`src/sv/pts_pkg.sv`:
```
// ----------------------------------------------------------------------------
// pts_pkg
// Shared types and constants for the priority sorted table.
// ----------------------------------------------------------------------------
`default_nettype none

package pts_pkg;

    localparam int DEPTH_DEFAULT = 16;

    localparam logic       KIND_ENROLL = 1'b0;
    localparam logic       KIND_LIST   = 1'b1;

    localparam logic [1:0] ST_ACCEPT   = 2'd0;
    localparam logic [1:0] ST_FULL     = 2'd1;
    localparam logic [1:0] ST_ENTRY    = 2'd2;
    localparam logic [1:0] ST_EMPTY    = 2'd3;

    typedef struct packed {
        logic        kind;
        logic [15:0] patient_id;
        logic [1:0]  priority_level;
    } req_item_t;

    typedef struct packed {
        logic [1:0]  status;
        logic [15:0] entry_id;
        logic [1:0]  entry_level;
        logic        last;
    } rsp_item_t;

    typedef struct packed {
        logic [15:0] id;
        logic [1:0]  level;
    } entry_t;

    typedef enum logic [1:0] {
        OP_HOLD,
        OP_INSERT,
        OP_ROTATE
    } cell_op_t;

    typedef struct packed {
        cell_op_t op;
        logic     occ;
        logic     tail;
    } cell_ctrl_t;

    typedef enum logic {
        S_IDLE,
        S_LIST
    } state_t;

endpackage

`default_nettype wire

```
`src/sv/pts_cell.sv`:
```
// ----------------------------------------------------------------------------
// pts_cell
// One slot of the sorted chain: holds, inserts/shifts from the left, or
// rotates from the right (tail wraps to head) during a listing.
// ----------------------------------------------------------------------------
`default_nettype none

module pts_cell
    import pts_pkg::*;
(
    input  wire logic       clk,
    input  wire cell_ctrl_t ctrl,
    input  wire entry_t     new_entry,
    input  wire entry_t     left_entry,
    input  wire entry_t     right_entry,
    input  wire entry_t     head_entry,
    input  wire logic       f_in,
    output logic            f_out,
    output entry_t          entry
);

    entry_t entry_reg;
    entry_t entry_next;

    // insertion point marker: monotone along a sorted chain
    assign f_out = ctrl.occ ? (entry_reg.level >= new_entry.level) : 1'b1;
    assign entry = entry_reg;

    always_comb
    begin
        entry_next = entry_reg;
        unique case (ctrl.op)
            OP_INSERT:
            begin
                if (f_in)
                    entry_next = left_entry;
                else if (f_out)
                    entry_next = new_entry;
            end
            OP_ROTATE:
            begin
                entry_next = ctrl.tail ? head_entry : right_entry;
            end
            default:
            begin
                entry_next = entry_reg;
            end
        endcase
    end

    always_ff @(posedge clk)
    begin
        entry_reg <= entry_next;
    end

endmodule

`default_nettype wire

```
`src/sv/priority_sorted_table.sv`:
```
// ----------------------------------------------------------------------------
// priority_sorted_table
// Bounded table of (id, level) entries kept sorted by ascending level in a
// chain of compare-and-shift cells; enroll inserts, list streams in order.
// ----------------------------------------------------------------------------
// Enroll: result in the output register the cycle after the item is accepted.
// List: enters the listing state, then one entry per cycle while the receiver
//   does not stall, as the chain rotates its occupied cells past cell 0.
// One item in flight at a time; new items wait while a listing drains.
// Reset clears the entry count and control state; cell contents are kept.
// ----------------------------------------------------------------------------
`default_nettype none

module priority_sorted_table
    import pts_pkg::*;
#(
    parameter int DEPTH = DEPTH_DEFAULT
)
(
    input  wire logic      clk,
    input  wire logic      rst_n,
    input  wire logic      req_valid,
    output logic           req_stall,
    input  wire req_item_t req,
    output logic           rsp_valid,
    input  wire logic      rsp_stall,
    output rsp_item_t      rsp
);

    localparam int CW = $clog2(DEPTH + 1);

    state_t          state_reg;
    state_t          state_next;
    logic [CW-1:0]   count_reg;
    logic [CW-1:0]   count_next;
    logic [CW-1:0]   idx_reg;
    logic [CW-1:0]   idx_next;
    logic            rsp_valid_reg;
    logic            rsp_valid_next;
    rsp_item_t       rsp_reg;
    rsp_item_t       rsp_next;

    cell_op_t        op;
    logic            slot_free;
    logic            list_last;
    entry_t          new_entry;
    entry_t          entries [DEPTH];
    logic [DEPTH-1:0] f_out;

    assign new_entry.id    = req.patient_id;
    assign new_entry.level = req.priority_level;

    assign slot_free = !rsp_valid_reg || !rsp_stall;
    assign req_stall = (state_reg != S_IDLE) || !slot_free;
    assign list_last = (idx_reg == count_reg - CW'(1));
    assign rsp_valid = rsp_valid_reg;
    assign rsp       = rsp_reg;

    for (genvar i = 0; i < DEPTH; i++)
    begin : g_cell
        cell_ctrl_t ctrl;
        entry_t     left_e;
        entry_t     right_e;
        logic       f_in;

        assign ctrl.op   = op;
        assign ctrl.occ  = CW'(i) < count_reg;
        assign ctrl.tail = CW'(i) == (count_reg - CW'(1));

        if (i == 0)
        begin : g_first
            assign left_e = entries[0];
            assign f_in   = 1'b0;
        end
        else
        begin : g_mid
            assign left_e = entries[i-1];
            assign f_in   = f_out[i-1];
        end

        if (i == DEPTH - 1)
        begin : g_last
            assign right_e = entries[i];
        end
        else
        begin : g_inner
            assign right_e = entries[i+1];
        end

        pts_cell u_cell (
            .clk         (clk),
            .ctrl        (ctrl),
            .new_entry   (new_entry),
            .left_entry  (left_e),
            .right_entry (right_e),
            .head_entry  (entries[0]),
            .f_in        (f_in),
            .f_out       (f_out[i]),
            .entry       (entries[i])
        );
    end

    always_comb
    begin
        state_next     = state_reg;
        count_next     = count_reg;
        idx_next       = idx_reg;
        op             = OP_HOLD;
        rsp_valid_next = rsp_valid_reg && rsp_stall;
        rsp_next       = rsp_reg;

        unique case (state_reg)
            S_IDLE:
            begin
                if (req_valid && slot_free)
                begin
                    if (req.kind == KIND_ENROLL)
                    begin
                        rsp_valid_next = 1'b1;
                        rsp_next.entry_id    = '0;
                        rsp_next.entry_level = '0;
                        rsp_next.last        = 1'b1;
                        if (count_reg == CW'(DEPTH))
                        begin
                            rsp_next.status = ST_FULL;
                        end
                        else
                        begin
                            rsp_next.status = ST_ACCEPT;
                            op              = OP_INSERT;
                            count_next      = count_reg + CW'(1);
                        end
                    end
                    else if (count_reg == '0)
                    begin
                        rsp_valid_next       = 1'b1;
                        rsp_next.status      = ST_EMPTY;
                        rsp_next.entry_id    = '0;
                        rsp_next.entry_level = '0;
                        rsp_next.last        = 1'b1;
                    end
                    else
                    begin
                        idx_next   = '0;
                        state_next = S_LIST;
                    end
                end
            end
            S_LIST:
            begin
                if (slot_free)
                begin
                    rsp_valid_next       = 1'b1;
                    rsp_next.status      = ST_ENTRY;
                    rsp_next.entry_id    = entries[0].id;
                    rsp_next.entry_level = entries[0].level;
                    rsp_next.last        = list_last;
                    op                   = OP_ROTATE;
                    idx_next             = idx_reg + CW'(1);
                    if (list_last)
                        state_next = S_IDLE;
                end
            end
            default:
            begin
                state_next = S_IDLE;
            end
        endcase
    end

    always_ff @(posedge clk or negedge rst_n)
    begin
        if (!rst_n)
        begin
            state_reg     <= S_IDLE;
            count_reg     <= '0;
            idx_reg       <= '0;
            rsp_valid_reg <= 1'b0;
        end
        else
        begin
            state_reg     <= state_next;
            count_reg     <= count_next;
            idx_reg       <= idx_next;
            rsp_valid_reg <= rsp_valid_next;
        end
    end

    always_ff @(posedge clk)
    begin
        rsp_reg <= rsp_next;
    end

    a_count_bound: assert property (@(posedge clk) disable iff (!rst_n)
        count_reg <= CW'(DEPTH))
        else $error("entry count above table depth");

    a_list_blocks: assert property (@(posedge clk) disable iff (!rst_n)
        state_reg == S_LIST |-> req_stall)
        else $error("item accepted during a listing");

    a_single_last: assert property (@(posedge clk) disable iff (!rst_n)
        (rsp_valid && rsp.status != ST_ENTRY) |-> rsp.last)
        else $error("status-only result without last");

    a_enroll_count: assert property (@(posedge clk) disable iff (!rst_n)
        (req_valid && !req_stall && req.kind == KIND_ENROLL
            && count_reg != CW'(DEPTH))
        |=> count_reg == $past(count_reg) + CW'(1))
        else $error("enroll did not grow the table");

endmodule

`default_nettype wire

```
`config.mk`:
```
export PLATFORM = sky130hd
export DESIGN_NAME = priority_sorted_table
export DESIGN_NICKNAME = d
export VERILOG_FILES = /design/src/sv/pts_pkg.sv /design/src/sv/pts_cell.sv /design/src/sv/priority_sorted_table.sv
export SDC_FILE = /design/constraint.sdc
export NUM_CORES = 1
export LEC_CHECK = 0
export ABC_AREA = 1
export BUFFER_PORTS_ARGS = -buffer_cell sky130_fd_sc_hd__buf_2
export CAP_MARGIN = 10
export CORE_MARGIN = 5
export CORE_UTILIZATION = 28
export CTS_CLUSTER_SIZE = 40
export DETAILED_ROUTE_END_ITERATION = 6
export GPL_TIMING_DRIVEN = 1
export PLACE_DENSITY = 0.41
export RECOVER_POWER = 25
export SYNTH_ARGS = -nofsm -noshare
export SYNTH_HDL_FRONTEND = slang
export SYNTH_HIERARCHICAL = 1
export SYNTH_SLANG_ARGS = --single-unit
```
`constraint.sdc`:
```
create_clock -name clk -period 4.7 [get_ports clk]
set_input_delay 0.235 -clock clk [delete_from_list [all_inputs] [get_ports clk]]
set_output_delay 0.235 -clock clk [all_outputs]
set_load 0.01 [all_outputs]
```
==> results of run 1 <==
[layer usage]
layer	part of all wire [%]	wire (µm)	global-route usage, %
met5	0	0	0
met1	42	36650	23.65
met4	3.4	2926	5.681
met3	4.6	4055	2.476
met2	50	43590	33.14
[final cells by class]
type | instances | area [µm²]
antenna | 1 | 2.502
clock buffer | 53 | 1199
clock inverter | 29 | 147.6
fill | 8986 | 59130
inverter | 443 | 1672
multi-input combinational | 1781 | 11030
sequential | 321 | 9579
tap | 1144 | 1431
timing repair buffer | 104 | 689.4
[worst min path at each step]
stage          startpoint                        to  depth (start not counted)
2_1_floorplan       rst_n  count_reg[0]$_DFFE_PN0P_                          0
3_3_place_gp        rst_n  count_reg[3]$_DFFE_PN0P_                          1
3_5_place_dp        rst_n  count_reg[3]$_DFFE_PN0P_                          1
4_1_cts           req[18]     rsp[20]$_SDFFCE_PP1P_                          3
5_1_grt           req[18]     rsp[20]$_SDFFCE_PP1P_                          3
6_report          req[18]     rsp[20]$_SDFFCE_PP1P_                          3
[worst max-delay path, cell delays in order, from the launching register on]
cell and delay, ns:
dfrtp_1 0.67, nand2_1 0.31, clkinvlp_2 0.99, buf_12 0.55, nand2_4 0.27, nand2_1 0.59
[power groups by stage]
stage	sequential, µW	clock, µW	combinational [µW]
final	7160	3210	9430
after global routing	7300	3400	10400
after CTS	7250	3290	9620
after detailed placement	7280	0	9590
after global placement	7300	0	9430
after floorplan	6470	0	7480
[cell usage in the layout (no fill, tap or decap), types with 21 or more instances in the layout]
cell	instances
o211ai_1	180
nand2_1	435
buf_4	50
nor2_1	330
clkbuf_1	31
buf_2	21
o21ai_1	126
clkbuf_16	47
o21ai_2	299
nand3_1	29
nor2_2	21
inv_1	397
inv_2	41
ha_1	40
o21ai_0	163
edfxtp_1	309
o211ai_2	108
[per-stage QoR]
stage | hold slack (ns) | utilization, % | std cells | power (µW)
after detailed placement | 0.1561 | 29.12 | 3786 | 16870
final | 0.1215 | 30.33 | 3876 | 19810
after floorplan | -0.06059 | - | 2692 | 13950
after global routing | 0.1227 | 30.33 | 3875 | 21100
after global placement | 0.1516 | 29.12 | 3786 | 16730
after CTS | 0.1274 | 30.73 | 3870 | 20160
==> flow_summary.toml, run 1 <==
[run_status]
outcome = "finished clean"

[sta]
setup_ws_ns = 0.7807
finalSetupViolCount = 0
skew_ns = 0.02739
rsz0062_at_grt = "no"
worst_slew_pin_slew_ns = 1.229
fin_crit_sh_pct = 83.39
timing_hold_violations_final = 0
drv_slew = 0
slew_headroom_pct = 18.04
setup-tns-final_ns = 0
max_freq_ghz = 0.2552
fin_crit_ns = 3.919

[die]
chipHeight_um = 301.9
start_util_pct = 28.11
dieArea_mm2 = 0.09113
coreArea_mm2 = 0.08488
rows = 107
die_w_um = 301.9
ios = 46

[finish]
fin_nets = 2759
largest_reg_flops = 288
stdcell_area_mm2 = 0.02575
area_growth_pct = 7.930
drive_above_1_share_pct = 23.87

[global_routing]
grt_max_degree = 37
grt_pass1_wl_mm = 127.1
track_usage_pct = 18.66
grt_overflow_total = 0
grt_pass1_vias = 18790
antenna_found_initial = 2

[clock_tree]
clock_latency_ns = 0.59
hold_buffers = 2
cts_resized = 0
clockBufferDepth = 3
cts_buffers = 45
clock-sinks = 321
cts_tree = "done"
postCtsSetupBuffers = 0
root_buffer = "clkbuf_16"
h-tree-depth = 2
clkTransAtPathRegs_ns = 0.06

[pwr]
switchingPower_uw = 9444
netSwitchingFraction_pct = 47.68
p_clk_share_pct = 16.2
max-vdd-ir-drop_mv = 0.3077
combPwrFrac_pct = 47.6
power.leakage_uw = 0.009742
internal-power_uw = 10360
p_seq_share_pct = 36.2
power_density_mw_per_mm2 = 769.3

[critical_path]
regToRegSetupSlack_ns = 0.78
reg2reg_depth = 5
cp-end-kind = "flop"
required_ns = 4.81
r2r-end = "g_cell[10].u_cell/entry[14]$_DFFE_PP_"
path_class = "reg -> reg"
r2r_start = "state_reg$_DFF_PN0_"
worstSetupEndpoint = "g_cell[10].u_cell/entry[14]$_DFFE_PP_"
crit_start = "state_reg$_DFF_PN0_"
critPathLaunchType = "flop"
crit_arrival_ns = 4.03
critPathMaxFanout = 33

[drt]
drt_iter0_drc = 1628
drt-total-wl_mm = 87.22
ant_nets = 0
viasPerCell = 4.939
drc_errors = 0
num_vias = 19140
drtPass1Iterations = 7
wl_per_cell_um = 22.50

[placement]
hpwl_mm = 59.81
dpl_cell_area_mm2 = 0.02472
io_buffers = 45
gp_congestion = 0.8253
place_ws_ns = 1.233

[synthesis]
syn_inst = 2692
synth_nets = 2755
synth.avg_cell_area_um2 = 8.862
synth_warnings = 6
synth_area_mm2 = 0.02386

[worst_hold_path]
hold_path_class = "in -> reg"

[job]
maxCapViolCount = 0
(Power assumes the default switching activity.)
==> run 2, diff against run 1 <==
==> constraint.sdc (replaced) <==
create_clock -name clk -period 4 [get_ports clk]
set_input_delay 0.2 -clock clk [delete_from_list [all_inputs] [get_ports clk]]
set_output_delay 0.2 -clock clk [all_outputs]
set_load 0.01 [all_outputs]
==> run 2 against run 1 <==
Combinational power grew 20%. Sequential power is 15% higher. Wire length shrank 1.2%. Die area stayed put. Worst setup slack worse by 0.15 ns. Critical path depth rose by 4. Clock skew fell by 0.011 ns. Sequential share of layout area is essentially flat. Worst hold slack worse by 0.11 ns. Clock power rose by 13%. First-iteration DRC count is 5.0% higher. Non-clock buffer count up 3. Largest cell class unchanged.
==> flow_summary.toml, run 2 (same netlist as run 1, synthesis figures left out) <==
[run_status]
outcome = "finished clean"

[global_routing]
grt_max_degree = 37
antenna_found_initial = 5
track_usage_pct = 18.62
grt_pass1_vias = 18970
grt_overflow_total = 0
grt_pass1_wl_mm = 127.0

[critical_path]
max_stage_delay_ns = 0.55
crit_arrival_ns = 3.48
regToRegSetupSlack_ns = 0.64
path_delay_family = "simple AND/OR/NAND/NOR gates"
critPathMaxFanout = 20
cp_cell_sequence = "inv_1 -> ha_1 -> nand3_1 -> nand4_1 -> inv_4 -> buf_12 -> inv_2 -> nand2_4 -> nand2_1"
path_buf_inv = 4
critPathLaunchType = "flop"
crit_slowest_cell = "nand2_1"
cp-end-kind = "flop"
path_class = "reg -> reg"
required_ns = 4.11
reg2reg_depth = 9
r2r-end = "g_cell[10].u_cell/entry[6]$_DFFE_PP_"
r2r_start = "count_reg[0]$_DFFE_PN0P_"

[drt]
viasPerCell = 4.937
routedLengthMet1_mm = 36.07
routed-wl-met2_mm = 42.56
routed.top_layer = "met5"
ant_nets = 0
drc_errors = 0
drt-total-wl_mm = 86.19
wl_met3_mm = 4.178
num_vias = 19130
drtPass1Iterations = 6
drt_iter0_drc = 1709
wl_per_cell_um = 22.25

[worst_hold_path]
hold_path_class = "in -> reg"
hold_path.startpoint = "req[18]"
whs_endpoint = "rsp[20]$_SDFFCE_PP1P_"
holdPathStages = 3

[sta]
drv_slew = 0
setup-tns-final_ns = 0
slew_headroom_pct = 24.89
worst_slew_pin_slew_ns = 1.127
fin_crit_ns = 3.364
setup_ws_ns = 0.6357
fin_crit_sh_pct = 84.11
skew_ns = 0.01615
max_freq_ghz = 0.2972
timing_hold_violations_final = 0
rsz0062_at_grt = "no"
finalSetupViolCount = 0

[die]
rows = 107
ios = 46
coreArea_mm2 = 0.08488
dieArea_mm2 = 0.09113
die_w_um = 301.9
chipHeight_um = 301.9
start_util_pct = 28.11

[placement]
hpwl_mm = 59.26
io_buffers = 45
gp_congestion = 0.8393
dpl_cell_area_mm2 = 0.02478
place_ws_ns = 0.7460

[pwr]
p_total_uw = 23120
power_density_mw_per_mm2 = 898.7
power.leakage_uw = 0.009732
max-vdd-ir-drop_mv = 0.3112

[clock_tree]
root_buffer = "clkbuf_16"
cts_resized = 0
clock_latency_ns = 0.57
hold_buffers = 2
clkTransAtPathRegs_ns = 0.06
clockBufferDepth = 3
cts_tree = "done"
postCtsSetupBuffers = 0
h-tree-depth = 2
clock-sinks = 321
cts_buffers = 42

[finish]
fin_nets = 2759
fillers = 8970
drive_above_1_share_pct = 24.59
area_growth_pct = 7.862
regArea_mm2 = 0.009579
final_common_cell = "nand2_1"
largest_reg_flops = 288
multi_input_area_mm2 = 0.01110
final_cell_mix = "nand2_1, inv_1, nor2_1, edfxtp_1, o21ai_2"
stdcell_area_mm2 = 0.02573

[job]
maxCapViolCount = 0
## run 2: cell count changes in the layout (fill, tap and decap cells not counted), sizes merged
cell | before | now
clkbuf | 78 | 84
bufinv | 0 | 3
clkinvlp | 5 | 2
buf | 77 | 69
## run 2: worst max-delay path by stage
stage                             start  cells after the start                               endpoint
2_1_floorplan  count_reg[0]$_DFFE_PN0P_                      9    g_cell[0].u_cell/entry[0]$_DFFE_PP_
3_3_place_gp   count_reg[0]$_DFFE_PN0P_                      9  g_cell[12].u_cell/entry[14]$_DFFE_PP_
3_5_place_dp   count_reg[0]$_DFFE_PN0P_                      9  g_cell[10].u_cell/entry[12]$_DFFE_PP_
4_1_cts        count_reg[0]$_DFFE_PN0P_                      9  g_cell[10].u_cell/entry[12]$_DFFE_PP_
5_1_grt        count_reg[0]$_DFFE_PN0P_                      9  g_cell[10].u_cell/entry[12]$_DFFE_PP_
6_report       count_reg[0]$_DFFE_PN0P_                      9   g_cell[10].u_cell/entry[6]$_DFFE_PP_
## run 2: power by group
group	internal [µW]	leakage [µW]	total [µW]	switching (µW)
clock network	2080	0.000635	3640	1560
registers	6430	0.00319	8220	1790
logic	3640	0.00591	11300	7620
## run 2: worst reg2reg max path, stage by stage (launching register included)
cell and delay [ns]:
dfrtp_1 0.53, inv_1 0.20, ha_1 0.27, nand3_1 0.12
nand4_1 0.21, inv_4 0.48, buf_12 0.27, inv_2 0.08
nand2_4 0.19, nand2_1 0.55
## run 2: cell type report
cell class	count	area share (%)
Antenna cell	1	0.009725
Clock buffer	48	4.255
Clock inverter	29	0.7002
Inverter	443	6.594
Multi-Input combinational cell	1781	43.14
Sequential cell	321	37.23
Tap cell	1144	5.563
Timing Repair Buffer	107	2.514
## run 2: metrics by stage
step | std cells | util [%] | hold slack, ns
after floorplan | 2692 | - | -0.09559
after global placement | 3794 | 29.19 | 0.1187
after detailed placement | 3794 | 29.19 | 0.1235
after CTS | 3873 | 30.72 | 0.04022
after global routing | 3873 | 30.31 | 0.005389
final | 3874 | 30.31 | 0.009404
## run 2: metal layers
layer  vias to the layer above  GRT usage, %
met5                         -             0
met4                         2         7.068
met1                      9299         23.51
met3                       183         2.663
li1                       9136             -
met2                       505         32.35
